## config.mk

```make
export PLATFORM = sky130hd
export DESIGN_NAME = md5_stream_hasher_unit
export DESIGN_NICKNAME = d
export VERILOG_FILES = /design/src/rtl/md5sh_pkg.sv /design/src/rtl/md5sh_datapath.sv /design/src/rtl/md5sh_ctrl.sv /design/src/rtl/md5_stream_hasher_unit.sv
export VERILOG_INCLUDE_DIRS = /design/src /design/src/rtl
export SDC_FILE = /design/constraint.sdc
export NUM_CORES = 2
export LEC_CHECK = 0
export BUFFER_PORTS_ARGS = -buffer_cell sky130_fd_sc_hd__clkbuf_2
export CAP_MARGIN = 20
export CELL_PAD_IN_SITES_DETAIL_PLACEMENT = 1
export CELL_PAD_IN_SITES_GLOBAL_PLACEMENT = 1
export CORE_ASPECT_RATIO = 1.75
export CORE_MARGIN = 2
export CORE_UTILIZATION = 52
export DETAILED_ROUTE_END_ITERATION = 10
export MAX_ROUTING_LAYER = met4
export PLACE_DENSITY_LB_ADDON = 0.08
export SYNTH_ARGS = -nofsm -noshare
export SYNTH_HDL_FRONTEND = slang
export SYNTH_SLANG_ARGS = --single-unit
```

## constraint.sdc

```tcl
create_clock -name clk -period 14.26 [get_ports clk]
set_input_delay 1.426 -clock clk [delete_from_list [all_inputs] [get_ports clk]]
set_output_delay 1.426 -clock clk [all_outputs]
set_load 0.005 [all_outputs]
```

## src/rtl/md5_stream_hasher_unit_macros.svh

```systemverilog
// Assertion macros used by the MD5 stream hasher controller.
// Each macro expects clk and rst_n in the scope where it is used.
`ifndef MD5_STREAM_HASHER_UNIT_MACROS_SVH
`define MD5_STREAM_HASHER_UNIT_MACROS_SVH

// Antecedent holds, so the consequent holds in the same cycle.
`define MD5SH_ASSERT_IMPL(label, ante, cons, msg) \
    label: assert property (@(posedge clk) disable iff (!rst_n) (ante) |-> (cons)) \
        else $error(msg);

// Antecedent holds, so the consequent holds in the next cycle.
`define MD5SH_ASSERT_NEXT(label, ante, cons, msg) \
    label: assert property (@(posedge clk) disable iff (!rst_n) (ante) |=> (cons)) \
        else $error(msg);

`endif

```

## src/rtl/md5sh_pkg.sv

```systemverilog
// Types, constants and round functions for the MD5 stream hasher.
// No dependencies; used by the controller, the datapath and the top level.
package md5sh_pkg;

    localparam logic [31:0] IV_A = 32'h67452301;
    localparam logic [31:0] IV_B = 32'hefcdab89;
    localparam logic [31:0] IV_C = 32'h98badcfe;
    localparam logic [31:0] IV_D = 32'h10325476;

    localparam logic [7:0] PAD_MARK  = 8'h80;
    localparam logic [5:0] LEN_POS   = 6'd56;
    localparam logic [5:0] LAST_POS  = 6'd63;
    localparam logic [5:0] LAST_STEP = 6'd63;
    localparam logic [1:0] LAST_WORD = 2'd3;

    localparam logic [31:0] K_TABLE [64] = '{
        32'hd76aa478, 32'he8c7b756, 32'h242070db, 32'hc1bdceee,
        32'hf57c0faf, 32'h4787c62a, 32'ha8304613, 32'hfd469501,
        32'h698098d8, 32'h8b44f7af, 32'hffff5bb1, 32'h895cd7be,
        32'h6b901122, 32'hfd987193, 32'ha679438e, 32'h49b40821,
        32'hf61e2562, 32'hc040b340, 32'h265e5a51, 32'he9b6c7aa,
        32'hd62f105d, 32'h02441453, 32'hd8a1e681, 32'he7d3fbc8,
        32'h21e1cde6, 32'hc33707d6, 32'hf4d50d87, 32'h455a14ed,
        32'ha9e3e905, 32'hfcefa3f8, 32'h676f02d9, 32'h8d2a4c8a,
        32'hfffa3942, 32'h8771f681, 32'h6d9d6122, 32'hfde5380c,
        32'ha4beea44, 32'h4bdecfa9, 32'hf6bb4b60, 32'hbebfbc70,
        32'h289b7ec6, 32'heaa127fa, 32'hd4ef3085, 32'h04881d05,
        32'hd9d4d039, 32'he6db99e5, 32'h1fa27cf8, 32'hc4ac5665,
        32'hf4292244, 32'h432aff97, 32'hab9423a7, 32'hfc93a039,
        32'h655b59c3, 32'h8f0ccc92, 32'hffeff47d, 32'h85845dd1,
        32'h6fa87e4f, 32'hfe2ce6e0, 32'ha3014314, 32'h4e0811a1,
        32'hf7537e82, 32'hbd3af235, 32'h2ad7d2bb, 32'heb86d391
    };

    // Left-rotate amount for a given step
    function automatic logic [4:0] rot_amount(input logic [5:0] step);
        logic [4:0] amt;
        case (step[5:4])
            2'd0: begin
                case (step[1:0])
                    2'd0:    amt = 5'd7;
                    2'd1:    amt = 5'd12;
                    2'd2:    amt = 5'd17;
                    default: amt = 5'd22;
                endcase
            end
            2'd1: begin
                case (step[1:0])
                    2'd0:    amt = 5'd5;
                    2'd1:    amt = 5'd9;
                    2'd2:    amt = 5'd14;
                    default: amt = 5'd20;
                endcase
            end
            2'd2: begin
                case (step[1:0])
                    2'd0:    amt = 5'd4;
                    2'd1:    amt = 5'd11;
                    2'd2:    amt = 5'd16;
                    default: amt = 5'd23;
                endcase
            end
            default: begin
                case (step[1:0])
                    2'd0:    amt = 5'd6;
                    2'd1:    amt = 5'd10;
                    2'd2:    amt = 5'd15;
                    default: amt = 5'd21;
                endcase
            end
        endcase
        return amt;
    endfunction

    typedef enum logic [6:0] {
        S_IDLE = 7'b0000001,
        S_MARK = 7'b0000010,
        S_ZERO = 7'b0000100,
        S_LEN  = 7'b0001000,
        S_COMP = 7'b0010000,
        S_ADD  = 7'b0100000,
        S_FIN  = 7'b1000000
    } md5sh_state_t;

    typedef struct packed {
        logic       wr_en;
        logic [5:0] wr_addr;
        logic [7:0] wr_data;
        logic       wr_len;
        logic       count_byte;
        logic       step_en;
        logic [5:0] step;
        logic       add_en;
        logic       finish;
        logic [1:0] out_idx;
    } md5sh_cmd_t;

    typedef struct packed {
        logic [5:0] pos;
    } md5sh_status_t;

endpackage

```

## src/rtl/md5sh_datapath.sv

```systemverilog
// Datapath of the MD5 stream hasher: block buffer, bit counter, round unit,
// chaining words and digest hold registers. Depends on md5sh_pkg.
module md5sh_datapath
    import md5sh_pkg::*;
(
    input  logic          clk,
    input  logic          rst_n,
    input  md5sh_cmd_t    cmd,
    output md5sh_status_t status,
    output logic [31:0]   digest_word
);

    logic [31:0] blk_reg [16];
    logic [63:0] bits_reg;
    logic [31:0] chain_reg [4];
    logic [31:0] work_reg [4];
    logic [31:0] dig_reg [4];

    logic [31:0] f_val;
    logic [3:0]  g_idx;
    logic [31:0] pre_sum;
    logic [63:0] rot_dbl;
    logic [31:0] new_b;

    assign status.pos  = bits_reg[8:3];
    assign digest_word = dig_reg[cmd.out_idx];

    // One MD5 step: a, b, c, d live in work_reg[0..3]
    always_comb
    begin
        case (cmd.step[5:4])
            2'd0: begin
                f_val = (work_reg[1] & work_reg[2]) | (~work_reg[1] & work_reg[3]);
                g_idx = cmd.step[3:0];
            end
            2'd1: begin
                f_val = (work_reg[1] & work_reg[3]) | (work_reg[2] & ~work_reg[3]);
                g_idx = 4'(cmd.step[3:0] * 4'd5 + 4'd1);
            end
            2'd2: begin
                f_val = work_reg[1] ^ work_reg[2] ^ work_reg[3];
                g_idx = 4'(cmd.step[3:0] * 4'd3 + 4'd5);
            end
            default: begin
                f_val = work_reg[2] ^ (work_reg[1] | ~work_reg[3]);
                g_idx = 4'(cmd.step[3:0] * 4'd7);
            end
        endcase
        pre_sum = work_reg[0] + f_val + K_TABLE[cmd.step] + blk_reg[g_idx];
        rot_dbl = {pre_sum, pre_sum} << rot_amount(cmd.step);
        new_b   = work_reg[1] + rot_dbl[63:32];
    end

    // Block buffer holds bytes little-endian within each word
    always_ff @(posedge clk)
    begin
        if (cmd.wr_en)
        begin
            case (cmd.wr_addr[1:0])
                2'd0:    blk_reg[cmd.wr_addr[5:2]][7:0]   <= cmd.wr_data;
                2'd1:    blk_reg[cmd.wr_addr[5:2]][15:8]  <= cmd.wr_data;
                2'd2:    blk_reg[cmd.wr_addr[5:2]][23:16] <= cmd.wr_data;
                default: blk_reg[cmd.wr_addr[5:2]][31:24] <= cmd.wr_data;
            endcase
        end
        if (cmd.wr_len)
        begin
            blk_reg[14] <= bits_reg[31:0];
            blk_reg[15] <= bits_reg[63:32];
        end
        if (cmd.finish)
        begin
            for (int i = 0; i < 4; i++)
            begin
                dig_reg[i] <= chain_reg[i];
            end
        end
    end

    always_ff @(posedge clk or negedge rst_n)
    begin
        if (!rst_n)
        begin
            bits_reg     <= '0;
            chain_reg[0] <= IV_A;
            chain_reg[1] <= IV_B;
            chain_reg[2] <= IV_C;
            chain_reg[3] <= IV_D;
            work_reg[0]  <= IV_A;
            work_reg[1]  <= IV_B;
            work_reg[2]  <= IV_C;
            work_reg[3]  <= IV_D;
        end
        else
        begin
            if (cmd.count_byte)
            begin
                bits_reg <= bits_reg + 64'd8;
            end
            if (cmd.step_en)
            begin
                work_reg[0] <= work_reg[3];
                work_reg[1] <= new_b;
                work_reg[2] <= work_reg[1];
                work_reg[3] <= work_reg[2];
            end
            // Keep the working words equal to the chain between blocks
            if (cmd.add_en)
            begin
                for (int i = 0; i < 4; i++)
                begin
                    chain_reg[i] <= chain_reg[i] + work_reg[i];
                    work_reg[i]  <= chain_reg[i] + work_reg[i];
                end
            end
            if (cmd.finish)
            begin
                bits_reg     <= '0;
                chain_reg[0] <= IV_A;
                chain_reg[1] <= IV_B;
                chain_reg[2] <= IV_C;
                chain_reg[3] <= IV_D;
                work_reg[0]  <= IV_A;
                work_reg[1]  <= IV_B;
                work_reg[2]  <= IV_C;
                work_reg[3]  <= IV_D;
            end
        end
    end

endmodule

```

## src/rtl/md5sh_ctrl.sv

```systemverilog
// Controller of the MD5 stream hasher: request intake, padding sequence,
// round counter and digest output counter. Depends on md5sh_pkg and the macros.
`include "md5_stream_hasher_unit_macros.svh"

module md5sh_ctrl
    import md5sh_pkg::*;
(
    input  logic          clk,
    input  logic          rst_n,
    input  logic          in_valid,
    output logic          in_ready,
    input  logic [7:0]    in_byte,
    input  logic          in_present,
    input  logic          in_end,
    output logic          out_valid,
    input  logic          out_ready,
    output logic [1:0]    out_idx,
    output logic          out_last,
    output md5sh_cmd_t    cmd,
    input  md5sh_status_t status
);

    md5sh_state_t state_reg, state_next;
    md5sh_state_t ret_reg, ret_next;
    logic [5:0]   step_reg, step_next;
    logic [5:0]   ptr_reg, ptr_next;
    logic         tail_long_reg, tail_long_next;
    logic         busy_reg, busy_next;
    logic [1:0]   cnt_reg, cnt_next;
    logic         in_acc;
    logic         out_acc;

    assign in_ready  = (state_reg == S_IDLE);
    assign in_acc    = in_valid && in_ready;
    assign out_valid = busy_reg;
    assign out_acc   = busy_reg && out_ready;
    assign out_idx   = cnt_reg;
    assign out_last  = (cnt_reg == LAST_WORD);

    always_comb
    begin
        state_next     = state_reg;
        ret_next       = ret_reg;
        step_next      = step_reg;
        ptr_next       = ptr_reg;
        tail_long_next = tail_long_reg;
        busy_next      = busy_reg;
        cnt_next       = cnt_reg;
        cmd            = '0;
        cmd.step       = step_reg;
        cmd.out_idx    = cnt_reg;

        case (state_reg)
            S_IDLE: begin
                if (in_acc)
                begin
                    if (in_present)
                    begin
                        cmd.wr_en      = 1'b1;
                        cmd.wr_addr    = status.pos;
                        cmd.wr_data    = in_byte;
                        cmd.count_byte = 1'b1;
                    end
                    if (in_present && status.pos == LAST_POS)
                    begin
                        state_next = S_COMP;
                        ret_next   = in_end ? S_MARK : S_IDLE;
                    end
                    else if (in_end)
                    begin
                        state_next = S_MARK;
                    end
                end
            end
            S_MARK: begin
                cmd.wr_en      = 1'b1;
                cmd.wr_addr    = status.pos;
                cmd.wr_data    = PAD_MARK;
                ptr_next       = status.pos + 6'd1;
                tail_long_next = status.pos inside {[6'd56:6'd62]};
                if (status.pos == LAST_POS)
                begin
                    state_next = S_COMP;
                    ret_next   = S_ZERO;
                end
                else
                begin
                    state_next = S_ZERO;
                end
            end
            S_ZERO: begin
                if (ptr_reg == LEN_POS && !tail_long_reg)
                begin
                    state_next = S_LEN;
                end
                else
                begin
                    cmd.wr_en   = 1'b1;
                    cmd.wr_addr = ptr_reg;
                    cmd.wr_data = 8'h00;
                    ptr_next    = ptr_reg + 6'd1;
                    // Tail overran the length field: flush and start a zero block
                    if (ptr_reg == LAST_POS)
                    begin
                        tail_long_next = 1'b0;
                        state_next     = S_COMP;
                        ret_next       = S_ZERO;
                    end
                end
            end
            S_LEN: begin
                cmd.wr_len = 1'b1;
                state_next = S_COMP;
                ret_next   = S_FIN;
            end
            S_COMP: begin
                cmd.step_en = 1'b1;
                step_next   = step_reg + 6'd1;
                if (step_reg == LAST_STEP)
                begin
                    state_next = S_ADD;
                end
            end
            S_ADD: begin
                cmd.add_en = 1'b1;
                state_next = ret_reg;
            end
            S_FIN: begin
                // Hold until the previous digest has been drained
                if (!busy_reg)
                begin
                    cmd.finish = 1'b1;
                    state_next = S_IDLE;
                end
            end
            default: begin
                state_next = S_IDLE;
            end
        endcase

        if (out_acc)
        begin
            cnt_next = cnt_reg + 2'd1;
            if (cnt_reg == LAST_WORD)
            begin
                busy_next = 1'b0;
            end
        end
        if (cmd.finish)
        begin
            busy_next = 1'b1;
            cnt_next  = 2'd0;
        end
    end

    always_ff @(posedge clk or negedge rst_n)
    begin
        if (!rst_n)
        begin
            state_reg     <= S_IDLE;
            ret_reg       <= S_IDLE;
            step_reg      <= '0;
            ptr_reg       <= '0;
            tail_long_reg <= 1'b0;
            busy_reg      <= 1'b0;
            cnt_reg       <= '0;
        end
        else
        begin
            state_reg     <= state_next;
            ret_reg       <= ret_next;
            step_reg      <= step_next;
            ptr_reg       <= ptr_next;
            tail_long_reg <= tail_long_next;
            busy_reg      <= busy_next;
            cnt_reg       <= cnt_next;
        end
    end

    `MD5SH_ASSERT_IMPL(a_no_write_in_round, cmd.step_en, !cmd.wr_en && !cmd.wr_len, "buffer written during compression")
    `MD5SH_ASSERT_NEXT(a_round_ends, (state_reg == S_COMP) && (step_reg == LAST_STEP), state_reg == S_ADD, "compression did not end after the last step")
    `MD5SH_ASSERT_NEXT(a_drain_ends, out_acc && (cnt_reg == LAST_WORD), !busy_reg, "digest still pending after last word")
    `MD5SH_ASSERT_IMPL(a_len_position, state_reg == S_LEN, ptr_reg == LEN_POS, "length written at wrong position")

endmodule

```

## src/rtl/md5_stream_hasher_unit.sv

```systemverilog
// MD5 stream hasher, top level: at most one byte per request in, four digest words out.
// Requests are taken while the controller is idle; every 64th byte stalls intake for
// the 64 shared round-unit steps plus the chain add. Closing a message writes the 0x80
// mark and the zero bytes, takes a step to reach the length field, writes the length
// and runs the last block, plus one more block when the tail reaches byte 56 or beyond,
// then latches the digest, which waits until the previous digest has fully drained.
// The digest is then drained as four words (A to D) while the next message is taken
// in. Depends on md5sh_pkg.
module md5_stream_hasher_unit
    import md5sh_pkg::*;
(
    input  logic        clk,
    input  logic        rst_n,
    input  logic        s_axis_tvalid,
    output logic        s_axis_tready,
    input  logic [7:0]  s_axis_tdata,   // [7:0] data_byte
    input  logic        s_axis_tuser,   // [0] byte_present
    input  logic        s_axis_tlast,   // end_of_message
    output logic        m_axis_tvalid,
    input  logic        m_axis_tready,
    output logic [31:0] m_axis_tdata,   // [31:0] digest_word
    output logic [1:0]  m_axis_tuser,   // [1:0] word_index
    output logic        m_axis_tlast    // last_word
);

    md5sh_cmd_t    cmd;
    md5sh_status_t status;

    md5sh_ctrl u_ctrl (
        .clk        (clk),
        .rst_n      (rst_n),
        .in_valid   (s_axis_tvalid),
        .in_ready   (s_axis_tready),
        .in_byte    (s_axis_tdata),
        .in_present (s_axis_tuser),
        .in_end     (s_axis_tlast),
        .out_valid  (m_axis_tvalid),
        .out_ready  (m_axis_tready),
        .out_idx    (m_axis_tuser),
        .out_last   (m_axis_tlast),
        .cmd        (cmd),
        .status     (status)
    );

    md5sh_datapath u_datapath (
        .clk         (clk),
        .rst_n       (rst_n),
        .cmd         (cmd),
        .status      (status),
        .digest_word (m_axis_tdata)
    );

endmodule

```

==> results.cfg <==
[setup_path]
path_max_fanout = 22
crit_type = reg -> reg
rr_startpoint = u_ctrl.step_reg[0]$_DFFE_PN0P_
reg2reg_to = u_datapath.work_reg[94]$_DFFE_PN1P_
critPathLaunchType = register
rr_worst_depth = 40
critPathRequiredTime_ps = 14870
arrival_ps = 13080
rrSetupSlack_ps = 1790
cp_common_cell = a211oi_1
slowest_delay_ps = 720
endpoint_kind = register
crit_slowest_cell = dfrtp_1

[timing]
worstMarginPinSlew_ps = 1220
hold_viol = 0
final.min_clock_period_ps = 12470
fin_crit_sh = 0.875
rsz0062_at_grt = false
tns_ps = 0
skew_ps = 24.8
max_slew_margin = 0.181
fmax_mhz = 80.2
finalSetupViolCount = 0
finalMaxSlewViolations = 0

[logic_synthesis]
synth_area_leader_cell = edfxtp_1
synth.most_common_cell = edfxtp_1
synth_area_per_cell_um2 = 10.7
synth_seq_cells = 984
synth_seq_area_share = 0.480
ys_async_sr_fraction = 0.350
postSynthCellCount = 5461
synthTopCellsByCount = edfxtp_1 (640), nand2_1 (509), nor2_1 (474)
synth_fp_nets = 5770
synth_area_mm2 = 0.0583
netlist.area_leader.share = 0.330
synth_edf_count = 640
yosysWarnings = 0
synthFlopType = edfxtp_1
ys_top_cells_by_area = edfxtp_1 (33%), dfrtp_1 (9.2%), mux4_2 (6.5%), dfstp_2 (5.9%), ha_1 (4.8%)
ys_types = 91

[hold_path]
holdPathStages = 2
hold_start = u_datapath.chain_reg[35]$_DFFE_PN1P_
hold_end = u_datapath.chain_reg[35]$_DFFE_PN1P_
worstHoldPathType = reg -> reg

[clock_tree]
ctsHtreeMaxLevel = 3
cts-root-buf = clkbuf_16
cts_buffers = 91
clock_latency_ps = 710
postCtsHoldBufs = 0
cts_resized = 0
cts_tree = done
cts_setup_buffers = 0
clock_path_buffers = 3
clk_pin_slew_ps = 70
clock_sinks = 984

[route]
wire_per_inst_um = 31.3
drt-vias-per-instance = 6.58
final_antenna_net_count = 0
num_vias = 45500
firstDrtPassIters = 5
drt_wl_total_um = 217000
post-route-drc-count = 0
first_iter_violations = 3223

[cells_and_area]
final_util = 0.566
final_nets = 5675
drive_gt1_frac = 0.128
largest_reg_flops = 512
syn_to_final_growth_pct = 8.07

[global_route]
grt_max_degree = 102
grt_use_total = 0.389
grt_pass1_vias = 48100
antenna_found_initial = 3
grt.overflow.total = 0
grt_first_pass_wirelength_um = 318000

[placement]
gp_congestion = 0.995
hpwlAfterDp_um = 158000
port_buffers = 50

[power_and_ir_drop]
power_frac_seq = 0.533
p_sw_frac = 0.217
p_per_area_mw_per_mm2 = 90.3
leakagePower_nw = 23.6
pwr-share-comb = 0.022
p_sw_mw = 1.23
p_int_mw = 4.46
clkPwrFrac = 0.445
irDropWorstVdd_v = 0.000143

[floorplanning]
core_mm2 = 0.111
initial_core_util = 0.524
fp.dieW_um = 257
fp-row-count = 162
ios = 51
die_h_um = 447
design.die.area_mm2 = 0.115

[job]
cap_violations = 0

[status]
status = complete, no violations
==> metrics by stage <==
step	cells	total power [mW]	setup slack (ps)	area [um^2]	hold WS [ps]
6_report	6920	5.69	1790	63000	477
5_1_grt	6919	5.82	837	63000	486
4_1_cts	6912	5.72	1890	63000	474
3_5_place_dp	6743	3.22	1960	60000	464
3_3_place_gp	6742	3.22	2120	60000	456
2_1_floorplan	5461	3.16	3470	58300	445
==> final cells by class <==
type	count	area, um^2
Inverter	218	826
Timing Repair Buffer	140	971
Clock inverter	47	526
Clock buffer	122	2480
Tap cell	1476	1850
Fill cell	11800	48300
Multi-Input combinational cell	3931	28400
Sequential cell	984	28000
Antenna cell	2	5.00
==> worst max-delay path: cells and delay by family, from the launching register on <==
| kind | cells | cell delay [ps] |
|---|---|---|
| compound gates | 21 | 6220 |
| fa+ha+maj | 7 | 3150 |
| simple gates | 5 | 960 |
| buf+inv | 4 | 880 |
| flops | 1 | 720 |
| xor+xnor | 3 | 440 |
==> layer usage <==
metal  part of all wire  vias to the layer above  track usage  wire [um]
li1                   -                    20000            -          -
met5                  0                        -            -          0
met2               0.53                     1405        0.687     114000
met1               0.34                    23500        0.386      73000
met3              0.041                      632       0.0466       8920
met4              0.096                        0        0.310      20800
==> power by group through the flow <==
| stage | clock network, mW | registers [mW] | logic, mW |
|---|---|---|---|
| floorplan | 0 | 3.08 | 0.0779 |
| global placement | 0 | 3.09 | 0.126 |
| detailed placement | 0 | 3.09 | 0.128 |
| CTS | 2.56 | 3.03 | 0.128 |
| global route | 2.65 | 3.03 | 0.133 |
| finish | 2.53 | 3.03 | 0.126 |
==> how the worst max path moves through the flow <==
stage / endpoint / from / cells past startpoint / slack [ps]
finish: u_datapath.work_reg[94]$_DFFE_PN1P_ / u_ctrl.step_reg[0]$_DFFE_PN0P_ / 40 / 1790
global route: u_datapath.work_reg[90]$_DFFE_PN1P_ / u_ctrl.step_reg[0]$_DFFE_PN0P_ / 41 / 840
CTS: u_datapath.work_reg[90]$_DFFE_PN1P_ / u_ctrl.step_reg[0]$_DFFE_PN0P_ / 41 / 1890
detailed placement: u_datapath.work_reg[90]$_DFFE_PN1P_ / u_ctrl.step_reg[0]$_DFFE_PN0P_ / 41 / 1960
floorplan: u_datapath.work_reg[92]$_DFFE_PN0P_ / u_ctrl.step_reg[2]$_DFFE_PN0P_ / 47 / 3470
global placement: u_datapath.work_reg[92]$_DFFE_PN0P_ / u_ctrl.step_reg[0]$_DFFE_PN0P_ / 41 / 2120
==> cells by family after synthesis <==
logic type,after synthesis,synth area share
buffers and inverters,546,0.0356
multiplexers,296,0.0873
flip-flops,984,0.480
AO/OA/AOI/OAI,1579,0.169
AND/OR/NAND/NOR,1505,0.117
adder cells (fa/ha/maj),295,0.0722
XOR/XNOR,256,0.0389
==> placed cells by master, fill, tap and decap left out, drive strengths merged, types with 23 or more instances in the layout <==
master	synthesis	final
edfxtp	640	640
nand2	509	509
nor2	474	474
a21oi	464	464
o21ai	382	382
ha	226	226
inv	216	219
dfrtp	214	214
clkbuf	260	172
mux4	167	167
a21o	160	160
xnor2	134	134
dfstp	130	130
xor2	120	120
a211oi	113	113
nand3	107	107
mux2i	100	100
buf	68	90
nor3	86	86
a31oi	80	80
fa	69	69
and2	62	62
o211ai	53	53
and3	50	50
o21a	47	47
o22ai	43	43
nand2b	42	42
or2	38	38
or3	36	36
clkinv	2	31
nand4	30	30
mux2	29	29
o21bai	26	26
nor2b	23	23
a22oi	23	23
(Power assumes the default switching activity.)
